### src/rtl/slr_pkg.sv
// slr_pkg: widths, default parameters and column-sum record for the regression block.
// Used by slr_front, slr_queue, slr_back and simple_linear_regression.
package slr_pkg;

  localparam int SAMPLE_W = 16;
  localparam int CNT_W    = 17;
  localparam int SX_W     = 33;
  localparam int SXY_W    = 48;
  localparam int SXX_W    = 47;
  localparam int COL_W    = 16;
  localparam int RES_W    = 32;
  localparam int OP_W     = 48;
  localparam int MAG_W    = 2 * OP_W;
  localparam int PROD_W   = MAG_W + 1;
  localparam int DEN_W    = 64;

  localparam int DEF_SAMPLE_WIDTH  = 16;
  localparam int DEF_MAX_ROWS      = 65536;
  localparam int DEF_FRACTION_BITS = 16;

  typedef struct packed {
    logic        [CNT_W-1:0] n;
    logic signed [SX_W-1:0]  sx;
    logic signed [SX_W-1:0]  sy;
    logic signed [SXY_W-1:0] sxy;
    logic        [SXX_W-1:0] sxx;
    logic        [COL_W-1:0] col;
  } col_sums_t;

endpackage

### src/rtl/slr_queue.sv
// slr_queue: two-entry queue of finished column sums between front and back.
// Depends on slr_pkg.
module slr_queue (
  input  logic               clk,
  input  logic               rst,
  input  logic               push,
  input  slr_pkg::col_sums_t push_data,
  output logic               full,
  input  logic               pop,
  output logic               valid,
  output slr_pkg::col_sums_t pop_data
);

  slr_pkg::col_sums_t mem [2];
  logic               wr_ptr, rd_ptr;
  logic [1:0]         count;

  assign full     = (count == 2'd2);
  assign valid    = (count != 2'd0);
  assign pop_data = mem[rd_ptr];

  always_ff @(posedge clk) begin
    if (push) begin
      mem[wr_ptr] <= push_data;
    end
  end

  always_ff @(posedge clk) begin
    if (rst) begin
      wr_ptr <= 1'b0;
      rd_ptr <= 1'b0;
      count  <= '0;
    end else begin
      if (push) wr_ptr <= !wr_ptr;
      if (pop)  rd_ptr <= !rd_ptr;
      if (push && !pop)      count <= count + 1'b1;
      else if (pop && !push) count <= count - 1'b1;
    end
  end

endmodule

### config.mk
export PLATFORM = sky130hd
export DESIGN_NAME = slr_queue
export DESIGN_NICKNAME = d
export VERILOG_FILES = /design/src/rtl/slr_pkg.sv /design/src/rtl/slr_queue.sv
export SDC_FILE = /design/constraint.sdc
export NUM_CORES = 1
export LEC_CHECK = 0
export BUFFER_PORTS_ARGS = -buffer_cell sky130_fd_sc_hd__buf_2
export CAP_MARGIN = 20
export CELL_PAD_IN_SITES_DETAIL_PLACEMENT = 1
export CELL_PAD_IN_SITES_GLOBAL_PLACEMENT = 2
export CORE_ASPECT_RATIO = 0.9
export CORE_MARGIN = 2
export CORE_UTILIZATION = 44
export CTS_BUF_LIST = sky130_fd_sc_hd__clkbuf_4
export CTS_CLUSTER_DIAMETER = 100
export DETAILED_ROUTE_END_ITERATION = 16
export PLACE_DENSITY_LB_ADDON = 0.1
export SLEW_MARGIN = 20
export SYNTH_ARGS = -nofsm -noshare
export SYNTH_HDL_FRONTEND = slang
export SYNTH_SLANG_ARGS = --single-unit
### constraint.sdc
create_clock -name clk -period 30.9 [get_ports clk]
set_clock_uncertainty 0.1 [all_clocks]
set_input_delay 3.09 -clock clk [delete_from_list [all_inputs] [get_ports clk]]
set_output_delay 3.09 -clock clk [all_outputs]
set_load 0.005 [all_outputs]
==> results by group <==
Outcome
  • Outcome: finished clean

Power
  • Sw Ratio: 22.4%
  • Peak VDD IR: about 38 uV
  • Clock group share of total power: between 30% and 40%
  • Leak: approximately 7.4 nW
  • Sequential power share: between 50% and 60%
  • Cell-internal power: roughly 0.91 mW
  • Net switching power: between 0.2 and 0.3 mW
  • PwrDens: roughly 64 nW/um^2
  • Logic pwr share: 11.2%

Logic synthesis
  • Syn_nets: just over 800
  • Mapped Cells: approximately 630
  • Synth warn: 0
  • Sequential area share after synthesis: around 79%
  • Synthesized area per cell: between 20 and 25 um^2
  • Synthesized area: 14,900 um^2
  • FF+latch count, synth: a little under 400
  • Synth unique cells: 18

Placed design
  • Placed Cells: between 1,000 and 1,500
  • Final Wtd Congestion: between 0.7 and 0.8
  • Post-DP HPWL: about 23,000 um
  • IO Port Bufs: 393

Timing
  • Setup TNS: 0 ns
  • Worst slew pin tran: approximately 1.0 ns
  • Final setup fails: 0
  • Tmin final: roughly 7 ns
  • Fmax: approximately 140 MHz
  • Fin. Hold Viols: 0
  • RSZ-0062 raised after global routing: no
  • Slew HR: around a third
  • Final Max Tran Viols: 0
  • Final period util: between 20 and 25%

Detailed routing
  • DRC Markers: 0
  • DR iter-0 viols: between 300 and 400
  • Final wirelength: between 30,000 and 40,000 um
  • Drt pass-1 iters: 4
  • DR WL/cell: 20.5 um
  • ANT nets after route: 0
  • DR vias: roughly 7,600
  • Via/cell ratio: about 4.8

Finish
  • Fin cells: between 1,500 and 2,000
  • Commonest non-fill, non-tap cell in the layout: buf_2
  • Area grow syn2layout: 23.6%
  • Seq. cell area: about 12,000 um^2
  • Commonest cells after routing, fill and taps aside: buf_2, edfxtp_1, mux2_4, clkbuf_4, mux2_2
  • Share of cells above drive strength 1: between 60% and 70%
  • Final #Nets: about 1,300
  • Area of the multi-input gates: about 2900 um^2
  • # fillers: ~3,100

Clocking
  • Post-CTS setup buffers: 0
  • H-tree depth: 3
  • Clk sink count: 393
  • Clock Latency Late Sink: approximately 0.7 ns
  • TritonCTS Buffers: between 90 and 100
  • Max clock buf depth: 3
  • TritonCTS clock tree: yes
  • Clk slew on worst S/H paths: ~0.07 ns
  • CTS Hold Buffers Added: 0
  • Clk root buf: clkbuf_4
  • Post-CTS Resized: 0

Global route
  • Gr ovfl total: 0
  • First-pass GRT wire length: 47,800 um
  • Initial antenna violation count: 12
  • Vias in the first global route: about 8,000
  • Largest net degree at the start of global routing: between 70 and 80
  • Total track usage: a little under a fifth

Critical path
  • Crit start category: flip-flop
  • CP Class: flip-flop to primary output
  • Arrival time at the worst endpoint: just under 4 ns
  • Crit path capture: pop_data[33]
  • Required @ worst endpoint: between 20 and 30 ns
  • FF-to-FF Start: wr_ptr
  • Critical Path Sink Type: primary output
  • FF-to-FF End: mem[0][101]
  • Worst reg-to-reg path cell count: 3
  • Critical path peak fanout: 52
  • Reg2Reg Setup Slack: around 28 ns

Floorplanning
  • Row count: 63
  • Die Height: around 180 um
  • Num ports: between 300 and 400
  • Initial Util: 44.9%
  • Die span in x: 198 um
  • Core ar.: around 33,000 um^2
  • DIE AREA: approximately 35,000 um^2

Min path
  • Tightest Hold Check Type: flip-flop to flip-flop

Flow run
  • Max_cap viols: 0
## through the flow
| stage | utilization [%] | setup WS, ns | cell area (um^2) | total power [mW] | hold WS, ns |
|---|---|---|---|---|---|
| 5_1_grt | 55.5 | 23.48 | 18400 | 1.22 | 0.447 |
| 3_5_place_dp | 52.0 | 24.44 | 17200 | 0.781 | 0.396 |
| 4_1_cts | 55.5 | 23.62 | 18400 | 1.19 | 0.409 |
| 2_1_floorplan | - | 18.57 | 14900 | 0.728 | 0.356 |
| 6_report | 55.6 | 23.77 | 18400 | 1.17 | 0.408 |
| 3_3_place_gp | 52.0 | 24.48 | 17200 | 0.777 | 0.394 |
## critical path, stage by stage, from the launching register on
cell,delay [ns]
dfxtp_4,0.93
buf_4,0.87
buf_4,0.83
mux2_4,0.36
buf_2,0.13
## state kept, by name (all words and copies together) (netlist names), named ones only
register	flops
count	2
mem	388
wr_ptr	1
rd_ptr	1
## power groups by stage
stage | Clock (mW) | Combinational, mW | Sequential, mW
floorplan | 0 | 0.0798 | 0.648
global placement | 0 | 0.132 | 0.646
detailed placement | 0 | 0.134 | 0.647
CTS | 0.420 | 0.134 | 0.635
global route | 0.445 | 0.142 | 0.638
finish | 0.403 | 0.131 | 0.635
## metal layers
layer / up-vias / global-route usage [%] / share of wire (%) / wire [um]
li1: 3513 / - / - / -
met1: 3729 / 21.7 / 39 / 12900
met2: 305 / 29.8 / 49 / 16100
met3: 71 / 7.35 / 8.8 / 2880
met4: 12 / 7.74 / 2.4 / 796
met5: - / 0 / 0.24 / 80
## layout make-up
type	instances	area share (%)
well taps	422	2.87
diodes	9	0.122
flip-flops and latches	393	63.9
inverters	1	0.0204
repair buffers	401	11.0
clock inverters	16	0.340
clock buffers	146	5.96
multi-input cells	210	15.8
## cell families (layout without fill, tap and decap cells)
| family | Yosys count | count (layout) | share of synthesized area (%) |
|---|---|---|---|
| compound gates | 2 | 2 | 0.0672 |
| mux | 194 | 194 | 18.7 |
| fa+ha+maj | 1 | 1 | 0.0841 |
| other cells | 0 | 9 | 0 |
| xor+xnor | 4 | 4 | 0.236 |
| simple gates | 9 | 9 | 0.311 |
| buf+inv | 23 | 564 | 1.59 |
| flops | 393 | 393 | 79.0 |
## worst min path at each step
stage	startpoint	end	depth (start not counted)
finish	count[1]	count[1]	2
floorplan	count[1]	count[1]	2
CTS	count[1]	count[1]	2
global route	count[1]	count[1]	2
global placement	count[1]	count[1]	2
detailed placement	count[1]	count[1]	2
## cells in the mapped netlist
cell / n / share of area, %
edfxtp_1: 388 / 78
mux2_4: 160 / 16
mux2_2: 34 / 2.6
buf_6: 18 / 1.4
dfxtp_1: 5 / 0.67
nor2_1: 4 / 0.10
buf_2: 3 / 0.10
nor2b_1: 2 / 0.084
xnor2_1: 2 / 0.12
xor2_1: 2 / 0.12
a21oi_1: 1 / 0.034
and2_1: 1 / 0.042
buf_8: 1 / 0.10
ha_1: 1 / 0.084
inv_1: 1 / 0.025
o21ai_0: 1 / 0.034
or2_2: 1 / 0.042
or3_1: 1 / 0.042
No activity file was read; power rests on OpenSTA's default activity.
