<file path="src/rtl/slr_pkg.sv">
// slr_pkg: widths, default parameters and column-sum record for the regression block.
// Used by slr_front, slr_queue, slr_back and simple_linear_regression.
package slr_pkg;

  localparam int SAMPLE_W = 16;
  localparam int CNT_W    = 17;
  localparam int SX_W     = 33;
  localparam int SXY_W    = 48;
  localparam int SXX_W    = 47;
  localparam int COL_W    = 16;
  localparam int RES_W    = 32;
  localparam int OP_W     = 48;
  localparam int MAG_W    = 2 * OP_W;
  localparam int PROD_W   = MAG_W + 1;
  localparam int DEN_W    = 64;

  localparam int DEF_SAMPLE_WIDTH  = 16;
  localparam int DEF_MAX_ROWS      = 65536;
  localparam int DEF_FRACTION_BITS = 16;

  typedef struct packed {
    logic        [CNT_W-1:0] n;
    logic signed [SX_W-1:0]  sx;
    logic signed [SX_W-1:0]  sy;
    logic signed [SXY_W-1:0] sxy;
    logic        [SXX_W-1:0] sxx;
    logic        [COL_W-1:0] col;
  } col_sums_t;

endpackage

</file>
<file path="src/rtl/slr_front.sv">
// slr_front: accumulates row count and sums of one column, one row per transfer.
// Depends on slr_pkg; pushes finished column sums into slr_queue.
module slr_front #(
  parameter int SAMPLE_WIDTH = slr_pkg::DEF_SAMPLE_WIDTH,
  parameter int MAX_ROWS     = slr_pkg::DEF_MAX_ROWS
) (
  input  logic                          clk,
  input  logic                          rst,
  input  logic                          in_valid,
  output logic                          in_stall,
  input  logic [slr_pkg::SAMPLE_W-1:0]  x_sample,
  input  logic [slr_pkg::SAMPLE_W-1:0]  y_sample,
  input  logic                          last_row,
  input  logic                          q_full,
  output logic                          push,
  output slr_pkg::col_sums_t            push_data
);

  logic        [slr_pkg::CNT_W-1:0] row_count, row_count_next;
  logic signed [slr_pkg::SX_W-1:0]  sum_x, sum_x_next, sum_y, sum_y_next;
  logic signed [slr_pkg::SXY_W-1:0] sum_xy, sum_xy_next;
  logic        [slr_pkg::SXX_W-1:0] sum_xx, sum_xx_next;
  logic        [slr_pkg::COL_W-1:0] column_counter;
  logic signed [15:0]               xs, ys;
  logic signed [31:0]               xy_p, xx_p;
  logic                             take;

  assign in_stall = q_full;
  assign take     = in_valid && !in_stall;
  assign xs       = 16'(signed'(x_sample[SAMPLE_WIDTH-1:0]));
  assign ys       = 16'(signed'(y_sample[SAMPLE_WIDTH-1:0]));
  assign xy_p     = xs * ys;
  assign xx_p     = xs * xs;

  always_comb begin
    row_count_next = row_count;
    sum_x_next     = sum_x;
    sum_y_next     = sum_y;
    sum_xy_next    = sum_xy;
    sum_xx_next    = sum_xx;
    if (row_count < slr_pkg::CNT_W'(MAX_ROWS)) begin
      row_count_next = row_count + 1'b1;
      sum_x_next     = sum_x + slr_pkg::SX_W'(xs);
      sum_y_next     = sum_y + slr_pkg::SX_W'(ys);
      sum_xy_next    = sum_xy + slr_pkg::SXY_W'(xy_p);
      sum_xx_next    = sum_xx + slr_pkg::SXX_W'($unsigned(xx_p));
    end
  end

  assign push           = take && last_row;
  assign push_data.n    = row_count_next;
  assign push_data.sx   = sum_x_next;
  assign push_data.sy   = sum_y_next;
  assign push_data.sxy  = sum_xy_next;
  assign push_data.sxx  = sum_xx_next;
  assign push_data.col  = column_counter;

  always_ff @(posedge clk) begin
    if (rst) begin
      row_count      <= '0;
      sum_x          <= '0;
      sum_y          <= '0;
      sum_xy         <= '0;
      sum_xx         <= '0;
      column_counter <= '0;
    end else if (take) begin
      if (last_row) begin
        row_count      <= '0;
        sum_x          <= '0;
        sum_y          <= '0;
        sum_xy         <= '0;
        sum_xx         <= '0;
        column_counter <= column_counter + 1'b1;
      end else begin
        row_count <= row_count_next;
        sum_x     <= sum_x_next;
        sum_y     <= sum_y_next;
        sum_xy    <= sum_xy_next;
        sum_xx    <= sum_xx_next;
      end
    end
  end

endmodule

</file>
<file path="config.mk">
export PLATFORM = sky130hd
export DESIGN_NAME = slr_front
export DESIGN_NICKNAME = d
export VERILOG_FILES = /design/src/rtl/slr_pkg.sv /design/src/rtl/slr_front.sv
export SDC_FILE = /design/constraint.sdc
export NUM_CORES = 2
export LEC_CHECK = 0
export BUFFER_PORTS_ARGS = -buffer_cell sky130_fd_sc_hd__buf_2
export CAP_MARGIN = 10
export CORE_MARGIN = 5
export CORE_UTILIZATION = 30
export CTS_BUF_LIST = sky130_fd_sc_hd__clkbuf_16
export CTS_CLUSTER_SIZE = 10
export DETAILED_ROUTE_END_ITERATION = 6
export MAX_ROUTING_LAYER = met4
export SYNTH_ARGS = -nofsm -noshare
export SYNTH_HDL_FRONTEND = slang
export SYNTH_SLANG_ARGS = --single-unit
</file>
<file path="constraint.sdc">
create_clock -name clk -period 10.4 [get_ports clk]
set_input_delay 1.04 -clock clk [delete_from_list [all_inputs] [get_ports clk]]
set_output_delay 1.04 -clock clk [all_outputs]
set_load 0.05 [all_outputs]
</file>
==> impl_metrics.tcl <==
set metrics [dict create \
    syn-num-nets 5182 \
    layout_min_cycle_time_ps 10020 \
    gp_congestion 0.898 \
    r2r-end "sum_xy[39]$_SDFFE_PP0P_" \
    cts_sinks 194 \
    report.final.hold_viol_count 0 \
    start_util 0.301 \
    drt-pass1-iter-count 5 \
    endpoint "push_data[59]" \
    io_pins 233 \
    synth_flop_cell "dfxtp_1" \
    r2r_slack_ps 4340 \
    slowest_stage "fa_1" \
    grt_max_degree 185 \
    overflow 0 \
    drt_drc_violations_left 0 \
    placed_cell_area_um2 39200 \
    grt_pass1_vias 29900 \
    fin_worst_skew_ps 21.8 \
    async_flop_share 0 \
    final_common_cell "inv_1" \
    dpl.hpwl_mm 87.5 \
    drt_iter0_drc 1727 \
    die_w_um 356 \
    crit_path_start_kind "primary input" \
    cts_hold_buf 0 \
    postLayoutCellArea_um2 39900 \
    core_um2 119000 \
    cts_root_buf "clkbuf_16" \
    critPathArrivalTime_ps 8980 \
    clock_latency_ps 550 \
    fill_cells 12500 \
    cts_max_level 4 \
    die_h_um 356 \
    crit_path_max_fanout 16 \
    setup_viol 0 \
    fp-row-count 127 \
    detail-route-antenna-nets 0 \
    maxSlewHeadroom 0.338 \
    path_class "primary input to output port" \
    grt_usage 0.177 \
    status "completed" \
    routedWlPerCell_um 18.1 \
    area_growth_pct 11.1 \
    maxSlewViolCount 0 \
    drive_gt1_frac 0.0985 \
    fmax_ghz 0.0998 \
    avgSynthCellArea_um2 8.52 \
    endpoint_kind "output port" \
    cts_tree "done" \
    final_cell_mix "714 x inv_1, 601 x fa_1, 500 x nand2_1, 316 x ha_1, 238 x nor2_1" \
    synth_warnings 0 \
    die_area_um2 127000 \
    ctsLongestPathBuffers 2 \
    drv_cap 0 \
    hold_class "flop to flop" \
    synth_edf_count 0 \
    clk_pin_slew_ps 90 \
    path_common_cell "fa_1" \
    slowest_delay_ps 540 \
    regToRegStartpoint "sum_xy[15]$_SDFFE_PP0P_" \
    io_buffer_count 232 \
    grt_antenna_before_repair 15 \
    postSynthCellCount 4222 \
    numCtsBuffers 17 \
    seq_area_frac_synth 0.108 \
    yosysUniqueCellTypes 82 \
    vias 29300 \
    crit_path_start "x_sample[12]" \
    grt_pass1_wl_mm 170 \
    min_from "sum_x[29]$_SDFFE_PP0P_" \
    worst_pin_slew_ps 993 \
    synthesis.area_um2 36000 \
    ys_seq_elements 194 \
    finalWirelength_mm 109 \
    worstPathRequired_ps 9360 \
    vias_per_cell 4.87 \
    nNetsFinal 5332 \
    fin_crit_sh 0.964 \
    reg2regPathDepth 19 \
]
## worst max-delay path, delay by kind of cell
family                     cells  cell delay, ps
xor gates and xnor gates       2             400
and+or+nand+nor                6            1190
AOI/OAI and AO/OA              8            1880
adders and majority gates      8            3540
buffers and inverters          6             910
## registers in the layout, indices dropped and copies added, names as in the netlist
| register | cells |
|---|---|
| sum_xy | 48 |
| sum_x | 33 |
| sum_xx | 47 |
| column_counter | 16 |
| sum_y | 33 |
| row_count | 17 |
## per-layer routing
| layer | GRT usage | routed length (um) |
|---|---|---|
| met5 | - | 0 |
| met4 | 0.0459 | 2630 |
| met3 | 0.0528 | 9220 |
| met2 | 0.278 | 49700 |
| met1 | 0.225 | 47200 |
## timing repair
item / CTS / global route
resized for setup: 0 / 44
buffers inserted: 0 / 5
setup endpoints to repair: 0 / 21
hold endpoints to repair: 0 / 0
## cell families (layout without fill, tap and decap cells)
| kind of cell | after synthesis | after routing | share of synthesized area |
|---|---|---|---|
| AND/OR/NAND/NOR | 1136 | 1136 | 0.144 |
| adder cells (fa/ha/maj) | 923 | 923 | 0.447 |
| buffers and inverters | 906 | 1069 | 0.0950 |
| AO/OA/AOI/OAI | 827 | 827 | 0.147 |
| XOR/XNOR | 215 | 215 | 0.0524 |
| flip-flops | 194 | 194 | 0.108 |
| multiplexers | 21 | 21 | 0.00647 |
| other | 0 | 13 | 0 |
## how the worst min path moves through the flow
stage          depth (start not counted)  slack [ps]                     end
4_1_cts                                2         470  sum_x[29]$_SDFFE_PP0P_
5_1_grt                                2         490  sum_x[29]$_SDFFE_PP0P_
2_1_floorplan                          2         430  sum_x[29]$_SDFFE_PP0P_
3_5_place_dp                           2         450  sum_x[29]$_SDFFE_PP0P_
6_report                               2         470  sum_x[29]$_SDFFE_PP0P_
3_3_place_gp                           2         450  sum_x[29]$_SDFFE_PP0P_
## cell usage after synthesis, types with 81 or more instances
| cell type | instances | area (um^2) |
|---|---|---|
| ha_1 | 321 | 4020 |
| a22oi_1 | 82 | 616 |
| xnor2_1 | 134 | 1170 |
| nor2_1 | 242 | 908 |
| and2_1 | 140 | 876 |
| nand2_1 | 502 | 1880 |
| a21o_1 | 91 | 683 |
| dfxtp_1 | 194 | 3880 |
| o21ai_0 | 234 | 1170 |
| fa_1 | 602 | 12100 |
| inv_1 | 714 | 2680 |
| xor2_1 | 81 | 709 |
| clkbuf_1 | 170 | 638 |
| a21oi_1 | 173 | 866 |
## layout make-up
type	count	area, um^2	share of cell area
Sequential cell	194	3890	0.0973
Clock inverter	15	144	0.00360
Inverter	716	2690	0.0673
Clock buffer	17	425	0.0106
Tap cell	1612	2020	0.0505
Multi-Input combinational cell	3122	28800	0.721
Timing Repair Buffer	321	1940	0.0486
Antenna cell	13	32.5	0.000814
## metrics by stage
step / hold WS, ps / worst slack [ps] / instances / util / TNS, ps
6_report: 466 / 378 / 6010 / 0.334 / 0
5_1_grt: 488 / -50.5 / 6007 / 0.334 / -75.7
4_1_cts: 468 / 24.5 / 5992 / 0.332 / 0
3_5_place_dp: 452 / 79.5 / 5960 / 0.328 / 0
3_3_place_gp: 447 / 116 / 5960 / 0.328 / 0
2_1_floorplan: 431 / 2.87 / 4222 / - / 0
Power is not shown: default switching activity piles up to over one toggle a cycle in this logic, so the estimate is an artifact.
