**src/rtl/slr_pkg.sv**
```systemverilog
// slr_pkg: widths, default parameters and column-sum record for the regression block.
// Used by slr_front, slr_queue, slr_back and simple_linear_regression.
package slr_pkg;

  localparam int SAMPLE_W = 16;
  localparam int CNT_W    = 17;
  localparam int SX_W     = 33;
  localparam int SXY_W    = 48;
  localparam int SXX_W    = 47;
  localparam int COL_W    = 16;
  localparam int RES_W    = 32;
  localparam int OP_W     = 48;
  localparam int MAG_W    = 2 * OP_W;
  localparam int PROD_W   = MAG_W + 1;
  localparam int DEN_W    = 64;

  localparam int DEF_SAMPLE_WIDTH  = 16;
  localparam int DEF_MAX_ROWS      = 65536;
  localparam int DEF_FRACTION_BITS = 16;

  typedef struct packed {
    logic        [CNT_W-1:0] n;
    logic signed [SX_W-1:0]  sx;
    logic signed [SX_W-1:0]  sy;
    logic signed [SXY_W-1:0] sxy;
    logic        [SXX_W-1:0] sxx;
    logic        [COL_W-1:0] col;
  } col_sums_t;

endpackage

```
**src/rtl/slr_back.sv**
```systemverilog
// slr_back: per-column solver; bit-serial multiplier for the six products and a
// restoring divider for slope and intercept. Depends on slr_pkg.
module slr_back #(
  parameter int FRACTION_BITS = slr_pkg::DEF_FRACTION_BITS
) (
  input  logic                               clk,
  input  logic                               rst,
  input  logic                               q_valid,
  input  slr_pkg::col_sums_t                 q_data,
  output logic                               pop,
  output logic                               out_valid,
  input  logic                               out_stall,
  output logic signed [slr_pkg::RES_W-1:0]   slope,
  output logic signed [slr_pkg::RES_W-1:0]   intercept,
  output logic                               degenerate,
  output logic        [slr_pkg::COL_W-1:0]   column_index
);

  localparam int MAG_W = slr_pkg::MAG_W;
  localparam int PW    = slr_pkg::PROD_W;
  localparam int OPW   = slr_pkg::OP_W;
  localparam int DW    = slr_pkg::DEN_W;
  localparam int DVW   = MAG_W + FRACTION_BITS;
  localparam int MCW   = $clog2(OPW);
  localparam int DCW   = $clog2(DVW);
  localparam int RES_W_L = slr_pkg::RES_W;

  typedef enum logic [2:0] {
    S_IDLE, S_LOAD, S_MUL, S_SUB, S_DLOAD, S_DIV, S_FIN, S_OUT
  } state_t;

  state_t                  state;
  slr_pkg::col_sums_t      cs;
  logic [2:0]              idx;
  logic [MCW-1:0]          mcnt;
  logic [MAG_W-1:0]        a_sh, acc, acc_next;
  logic [OPW-1:0]          b_sh;
  logic                    mneg;
  logic signed [PW-1:0]    prod [6];
  logic signed [PW-1:0]    den, num_s, num_i;
  logic signed [PW-1:0]    num_sel;
  logic signed [OPW:0]     op_a, op_b;
  logic                    div_sel, dneg, big;
  logic [DVW-1:0]          dv;
  logic [DCW-1:0]          dcnt;
  logic [DW-1:0]           rem, rem_next;
  logic [32:0]             quo, quo_next, qf;
  logic                    qbit;
  logic [DW:0]             trial;
  logic [RES_W_L-1:0]      res;

  assign pop = (state == S_IDLE) && q_valid;

  always_comb begin
    case (idx)
      3'd0:    begin op_a = (OPW+1)'(signed'({1'b0, cs.n}));   op_b = (OPW+1)'(signed'({1'b0, cs.sxx})); end
      3'd1:    begin op_a = (OPW+1)'(cs.sx);                   op_b = (OPW+1)'(cs.sx);                   end
      3'd2:    begin op_a = (OPW+1)'(signed'({1'b0, cs.n}));   op_b = (OPW+1)'(cs.sxy);                  end
      3'd3:    begin op_a = (OPW+1)'(cs.sx);                   op_b = (OPW+1)'(cs.sy);                   end
      3'd4:    begin op_a = (OPW+1)'(cs.sy);                   op_b = (OPW+1)'(signed'({1'b0, cs.sxx})); end
      default: begin op_a = (OPW+1)'(cs.sx);                   op_b = (OPW+1)'(cs.sxy);                  end
    endcase
  end

  assign acc_next = b_sh[0] ? acc + a_sh : acc;
  assign num_sel  = div_sel ? num_i : num_s;

  always_comb begin
    trial    = {rem, dv[DVW-1]};
    qbit     = (trial >= {1'b0, den[DW-1:0]});
    rem_next = qbit ? DW'(trial - {1'b0, den[DW-1:0]}) : trial[DW-1:0];
    quo_next = {quo[31:0], qbit};
  end

  always_comb begin
    qf = quo;
    if (!big && ({rem, 1'b0} >= {1'b0, den[DW-1:0]})) qf = quo + 1'b1;
    if (big || qf > (dneg ? 33'h080000000 : 33'h07FFFFFFF)) begin
      qf = dneg ? 33'h080000000 : 33'h07FFFFFFF;
    end
    res = dneg ? RES_W_L'(-qf[31:0]) : qf[31:0];
  end

  always_ff @(posedge clk) begin
    if (rst) begin
      state     <= S_IDLE;
      out_valid <= 1'b0;
    end else begin
      case (state)
        S_IDLE: begin
          if (q_valid) begin
            cs           <= q_data;
            column_index <= q_data.col;
            idx          <= '0;
            state        <= S_LOAD;
          end
        end
        S_LOAD: begin
          a_sh  <= MAG_W'(op_a[OPW] ? OPW'(-op_a) : op_a[OPW-1:0]);
          b_sh  <= op_b[OPW] ? OPW'(-op_b) : op_b[OPW-1:0];
          mneg  <= op_a[OPW] ^ op_b[OPW];
          acc   <= '0;
          mcnt  <= '0;
          state <= S_MUL;
        end
        S_MUL: begin
          acc  <= acc_next;
          a_sh <= a_sh << 1;
          b_sh <= b_sh >> 1;
          mcnt <= mcnt + 1'b1;
          if (mcnt == MCW'(OPW-1)) begin
            prod[idx] <= mneg ? -signed'({1'b0, acc_next}) : signed'({1'b0, acc_next});
            if (idx == 3'd5) begin
              state <= S_SUB;
            end else begin
              idx   <= idx + 1'b1;
              state <= S_LOAD;
            end
          end
        end
        S_SUB: begin
          den     <= prod[0] - prod[1];
          num_s   <= prod[2] - prod[3];
          num_i   <= prod[4] - prod[5];
          div_sel <= 1'b0;
          if (prod[0] - prod[1] <= 0) begin
            slope      <= '0;
            intercept  <= '0;
            degenerate <= 1'b1;
            out_valid  <= 1'b1;
            state      <= S_OUT;
          end else begin
            degenerate <= 1'b0;
            state      <= S_DLOAD;
          end
        end
        S_DLOAD: begin
          dneg  <= num_sel[PW-1];
          dv    <= {(num_sel[PW-1] ? MAG_W'(-num_sel) : num_sel[MAG_W-1:0]),
                    {FRACTION_BITS{1'b0}}};
          rem   <= '0;
          quo   <= '0;
          big   <= 1'b0;
          dcnt  <= '0;
          state <= S_DIV;
        end
        S_DIV: begin
          rem  <= rem_next;
          dv   <= dv << 1;
          dcnt <= dcnt + 1'b1;
          if (!big) begin
            quo <= quo_next;
            big <= quo_next[32];
          end
          if (dcnt == DCW'(DVW-1)) state <= S_FIN;
        end
        S_FIN: begin
          if (!div_sel) begin
            slope   <= res;
            div_sel <= 1'b1;
            state   <= S_DLOAD;
          end else begin
            intercept <= res;
            out_valid <= 1'b1;
            state     <= S_OUT;
          end
        end
        S_OUT: begin
          if (!out_stall) begin
            out_valid <= 1'b0;
            state     <= S_IDLE;
          end
        end
        default: state <= S_IDLE;
      endcase
    end
  end

`ifndef ASSERT_OFF
  a_degen_zero: assert property (@(posedge clk) disable iff (rst)
    (out_valid && degenerate) |-> (slope == 0 && intercept == 0))
    else $error("degenerate result with nonzero outputs");
  a_valid_state: assert property (@(posedge clk) disable iff (rst)
    out_valid |-> (state == S_OUT))
    else $error("result valid outside output state");
  a_pop_start: assert property (@(posedge clk) disable iff (rst)
    pop |=> (state == S_LOAD))
    else $error("pop did not start a column");
`endif

endmodule
```
**config.mk**
```make
export PLATFORM = sky130hd
export DESIGN_NAME = slr_back
export DESIGN_NICKNAME = d
export VERILOG_FILES = /design/src/rtl/slr_pkg.sv /design/src/rtl/slr_back.sv
export SDC_FILE = /design/constraint.sdc
export NUM_CORES = 2
export LEC_CHECK = 0
export BUFFER_PORTS_ARGS = -buffer_cell sky130_fd_sc_hd__clkbuf_2
export CELL_PAD_IN_SITES_DETAIL_PLACEMENT = 1
export CELL_PAD_IN_SITES_GLOBAL_PLACEMENT = 1
export CORE_ASPECT_RATIO = 1.2
export CORE_MARGIN = 5
export CORE_UTILIZATION = 51
export CTS_CLUSTER_SIZE = 10
export DETAILED_ROUTE_END_ITERATION = 10
export PLACE_DENSITY_LB_ADDON = 0.1
export SKIP_LAST_GASP = 1
export SLEW_MARGIN = 40
export SYNTH_ARGS = -nofsm -noshare
export SYNTH_HDL_FRONTEND = slang
export SYNTH_SLANG_ARGS = --single-unit
```
**constraint.sdc**
```tcl
create_clock -name clk -period 20.2 [get_ports clk]
set_clock_uncertainty 0.15 [all_clocks]
set_input_delay 1.01 -clock clk [delete_from_list [all_inputs] [get_ports clk]]
set_output_delay 1.01 -clock clk [all_outputs]
set_load 0.01 [all_outputs]
```
==> key figures <==
CTS
  • Max Buffers Root-to-Sink: 3
  • Buffer count from post-CTS setup fixing: 0
  • CTS buffer count: 182
  • Number of buffers added to fix hold violations after cts: 0
  • Clk sinks: 1556
  • CTS Root Cell: sky130_fd_sc_hd__clkbuf_16
  • Worst-skew pair later-pin latency: 0.85 ns
  • H-tree depth reported by CTS: 4
  • Cells resized by post-CTS repair: 0
  • Worst-path clk slew: 0.06 ns
  • TritonCTS clock tree: done

Final layout
  • Sequential cell area: 0.0467 mm^2
  • Layout cells sized above 1: 8.82%
  • Area of the multi-input gates: 0.0454 mm^2
  • Layout-stage area growth over the synthesis result: 10.5%
  • Share of the core filled with cells: 56.6%
  • Filler Cell Count: 20000
  • Leading cell types in the layout, fill and taps excluded: sky130_fd_sc_hd__edfxtp_1, sky130_fd_sc_hd__nand2_1, sky130_fd_sc_hd__a21oi_1
  • Leading cell type in the layout, fill and taps excluded: sky130_fd_sc_hd__edfxtp_1
  • Total non-filler cell area in the finished layout: 0.105 mm^2
  • Post-layout nets: 10200

Synthesis
  • Post-synthesis cell count: 9373
  • Synth area leader: sky130_fd_sc_hd__edfxtp_1
  • Largest cells by area after synthesis: sky130_fd_sc_hd__edfxtp_1, sky130_fd_sc_hd__ha_1, sky130_fd_sc_hd__a21oi_1
  • Share of flip-flops with an asynchronous set or reset after synthesis: 0%
  • Mean Syn Cell Area: 10.1 um^2
  • Area share of the leading cell type in the synthesized netlist: 49.1%
  • Net count of the mapped netlist: 10100
  • Number of warning messages in the yosys log: 0
  • Proportion of synthesized chip area in sequential cells: 49.2%
  • Post-synth cell types: 111
  • FF+latch count, synth: 1556
  • Post-synthesis instance area: 0.0949 mm^2
  • Number of enable-type register cells in the synthesized netlist: 1552
  • Most used flip-flop cell after synthesis: sky130_fd_sc_hd__edfxtp_1

GRT
  • Met2 track utilization from global routing: 53.6%
  • Maximum number of pins on one net before global-route repair: 159
  • Global-route wire length before repair: 467000 um
  • Layer carrying the most global-route usage: met2
  • GRT Total Usage: 30.6%
  • Grt total ovfl: 0
  • Global routing met3 resource utilization: 3.74%
  • Met1 Track Usage GR: 38.8%
  • Via count of the first global-routing pass: 79400
  • Number of antenna violations at the first check in global routing: 12

Timing
  • Final critical delay including setup and external delays: 9.07 ns
  • Fin Setup TNS: 0 ns
  • Relative slew slack: 32.9%
  • Hold_ws: 0.189 ns
  • Timing-limited maximum frequency: 110 MHz
  • Unrepaired setup endpoints after global routing: false
  • Period utilization: 44.9%
  • Number of endpoints with negative hold slack in the final report: 0
  • Setup-failing EPs final: 0
  • Worst-margin pin slew: 1.00 ns
  • Worst Slack Setup Final: 11.13 ns
  • Max Transition Viols Final: 0

Power and ir drop
  • Static power due to leakage: 40.1 nW
  • Peak VDD IR: 0.0837 mV
  • Power density normalized to cell area: 83.7 mW/mm^2

Floorplan
  • Height of the chip: 482 um
  • Die width: 404 um
  • Total die area: 0.195 mm^2
  • I/O pin cnt: 281
  • Count of standard-cell rows: 173
  • Effective utilization at floorplan: 51.3%
  • Placeable Area: 0.185 mm^2

Drt
  • Total via count after detailed routing: 75900
  • Count of nets left with antenna violations after detail routing: 0
  • Router iterations before antenna repair: 8
  • Routed WL per cell: 25.3 um
  • Number of violations reported at the end of detailed-routing iteration 0: 5705
  • WL final: 306000 um
  • Final routed DRC violation total: 0
  • Via/cell ratio: 6.28

Placement
  • Last weighted congestion value of the routability-driven placer: 0.924
  • HPWL after DPL: 233000 um
  • Dpl ws: 11.11 ns
  • Count of buffers inserted at the top-level ports: 280
  • Standard cell area after detailed placement: 0.0991 mm^2

Critical path
  • Largest fanout on the critical path: 36
  • Delay of the slowest cell on the worst path: 0.61 ns
  • Worst Setup Start Kind: register
  • CP Data Required Time: 20.61 ns
  • Most common cell on crit path: sky130_fd_sc_hd__nand2_1
  • Slowest cell on the critical path: sky130_fd_sc_hd__nor4_1
  • Type of the worst setup path: register to register
  • Crit path DAT: 9.48 ns
  • Critical path buffers and inverters: 2
  • Kind of cell adding the most delay to the critical path: simple AND/OR/NAND/NOR gates
  • Kind of end point of the critical path: register

Job
  • Count of max-cap constraint violations: 0

Worst hold path
  • Path class of the lowest-slack min-delay path: input pin to register

Status
  • Run status: finished, final reports clean
==> worst reg2reg max path, delay by kind of cell, from the launching register on <==
kind / cells / cell delay, ns
DFF: 1 / 0.41
AOI/OAI and AO/OA: 5 / 0.98
and+or+nand+nor: 19 / 5.47
xor gates and xnor gates: 1 / 0.37
buffers and inverters: 2 / 0.47
adders and majority gates: 3 / 0.96
==> power by group <==
group	internal [mW]	switching (mW)	total [mW]
Combinational	0.524	1.31	1.84
Sequential	3.87	0.0736	3.95
Clock	1.66	1.33	2.99
Total	6.06	2.71	8.77
==> layout make-up <==
| type | instances | area share [%] |
|---|---|---|
| diodes | 14 | 0.0334 |
| clock buffers | 218 | 4.50 |
| clock inverters | 38 | 0.477 |
| inverters | 567 | 2.03 |
| multi-input cells | 6857 | 43.3 |
| flip-flops and latches | 1556 | 44.5 |
| well taps | 2450 | 2.92 |
| repair buffers | 382 | 2.20 |
==> worst paths after layout <==
kind                                  start             to  slack, ns  depth (start not counted)
worst max-delay path                rem[55]  intercept[30]      11.13                         30
worst min-delay path            q_data[132]        cs[132]       0.19                          1
worst max register to register      rem[55]  intercept[30]      11.13                         30
worst min register to register       dv[34]         dv[35]       0.37                          2
==> routing by layer <==
| metal | share of wire [%] | routed length, um |
|---|---|---|
| met2 | 50 | 151000 |
| met1 | 42 | 127000 |
| met3 | 4.7 | 14400 |
| met5 | 0 | 0 |
| met4 | 4.1 | 12400 |
==> kinds of logic (layout without fill, tap and decap cells) <==
| family | count (synthesis) | count (layout) | synth area share, % |
|---|---|---|---|
| XOR/XNOR | 643 | 643 | 5.95 |
| adder cells (fa/ha/maj) | 497 | 497 | 6.60 |
| multiplexers | 178 | 178 | 1.91 |
| AND/OR/NAND/NOR | 2905 | 2905 | 14.9 |
| flip-flops | 1556 | 1556 | 49.2 |
| buffers and inverters | 960 | 1205 | 3.87 |
| other | 0 | 14 | 0 |
| AO/OA/AOI/OAI | 2634 | 2634 | 17.5 |
==> cell usage after synthesis, types with 31 or more instances <==
master                     number
sky130_fd_sc_hd__nor4_1        68
sky130_fd_sc_hd__ha_1         492
sky130_fd_sc_hd__xor2_1       268
sky130_fd_sc_hd__o21bai_1      79
sky130_fd_sc_hd__buf_1         31
sky130_fd_sc_hd__or3_1         82
sky130_fd_sc_hd__a211oi_1      88
sky130_fd_sc_hd__o211ai_1      57
sky130_fd_sc_hd__and4_1        37
sky130_fd_sc_hd__a21o_1       254
sky130_fd_sc_hd__nand4_1      177
sky130_fd_sc_hd__nor3_1       179
sky130_fd_sc_hd__nor2b_1       75
sky130_fd_sc_hd__o21ai_0      650
sky130_fd_sc_hd__and3_1       165
sky130_fd_sc_hd__edfxtp_1    1552
sky130_fd_sc_hd__or4_1         32
sky130_fd_sc_hd__inv_1        565
sky130_fd_sc_hd__or2_2         40
sky130_fd_sc_hd__a21oi_1      813
sky130_fd_sc_hd__xnor2_1      374
sky130_fd_sc_hd__nand2_1      950
sky130_fd_sc_hd__a31oi_1      107
sky130_fd_sc_hd__nand3_1      189
sky130_fd_sc_hd__a21boi_0      38
sky130_fd_sc_hd__clkbuf_1     327
sky130_fd_sc_hd__nor2_1       645
sky130_fd_sc_hd__o21a_1        77
sky130_fd_sc_hd__o31ai_1       72
sky130_fd_sc_hd__and2_1        99
sky130_fd_sc_hd__mux2i_1      155
sky130_fd_sc_hd__nand2b_1      70
==> registers in the layout, summed over array words and instances (netlist names), 96 cells and up <==
| signal | flops |
|---|---|
| num_s | 97 |
| prod | 582 |
| acc | 96 |
| a_sh | 96 |
| cs | 178 |
| num_i | 97 |
| dv | 96 |
==> stage by stage <==
| stage | total power [mW] | cells |
|---|---|---|
| after floorplan | 5.08 | 9373 |
| after global placement | 5.68 | 11800 |
| after detailed placement | 5.78 | 11800 |
| after CTS | 8.77 | 12100 |
| after global routing | 9.11 | 12100 |
| final | 8.77 | 12100 |
(Power assumes the default switching activity.)
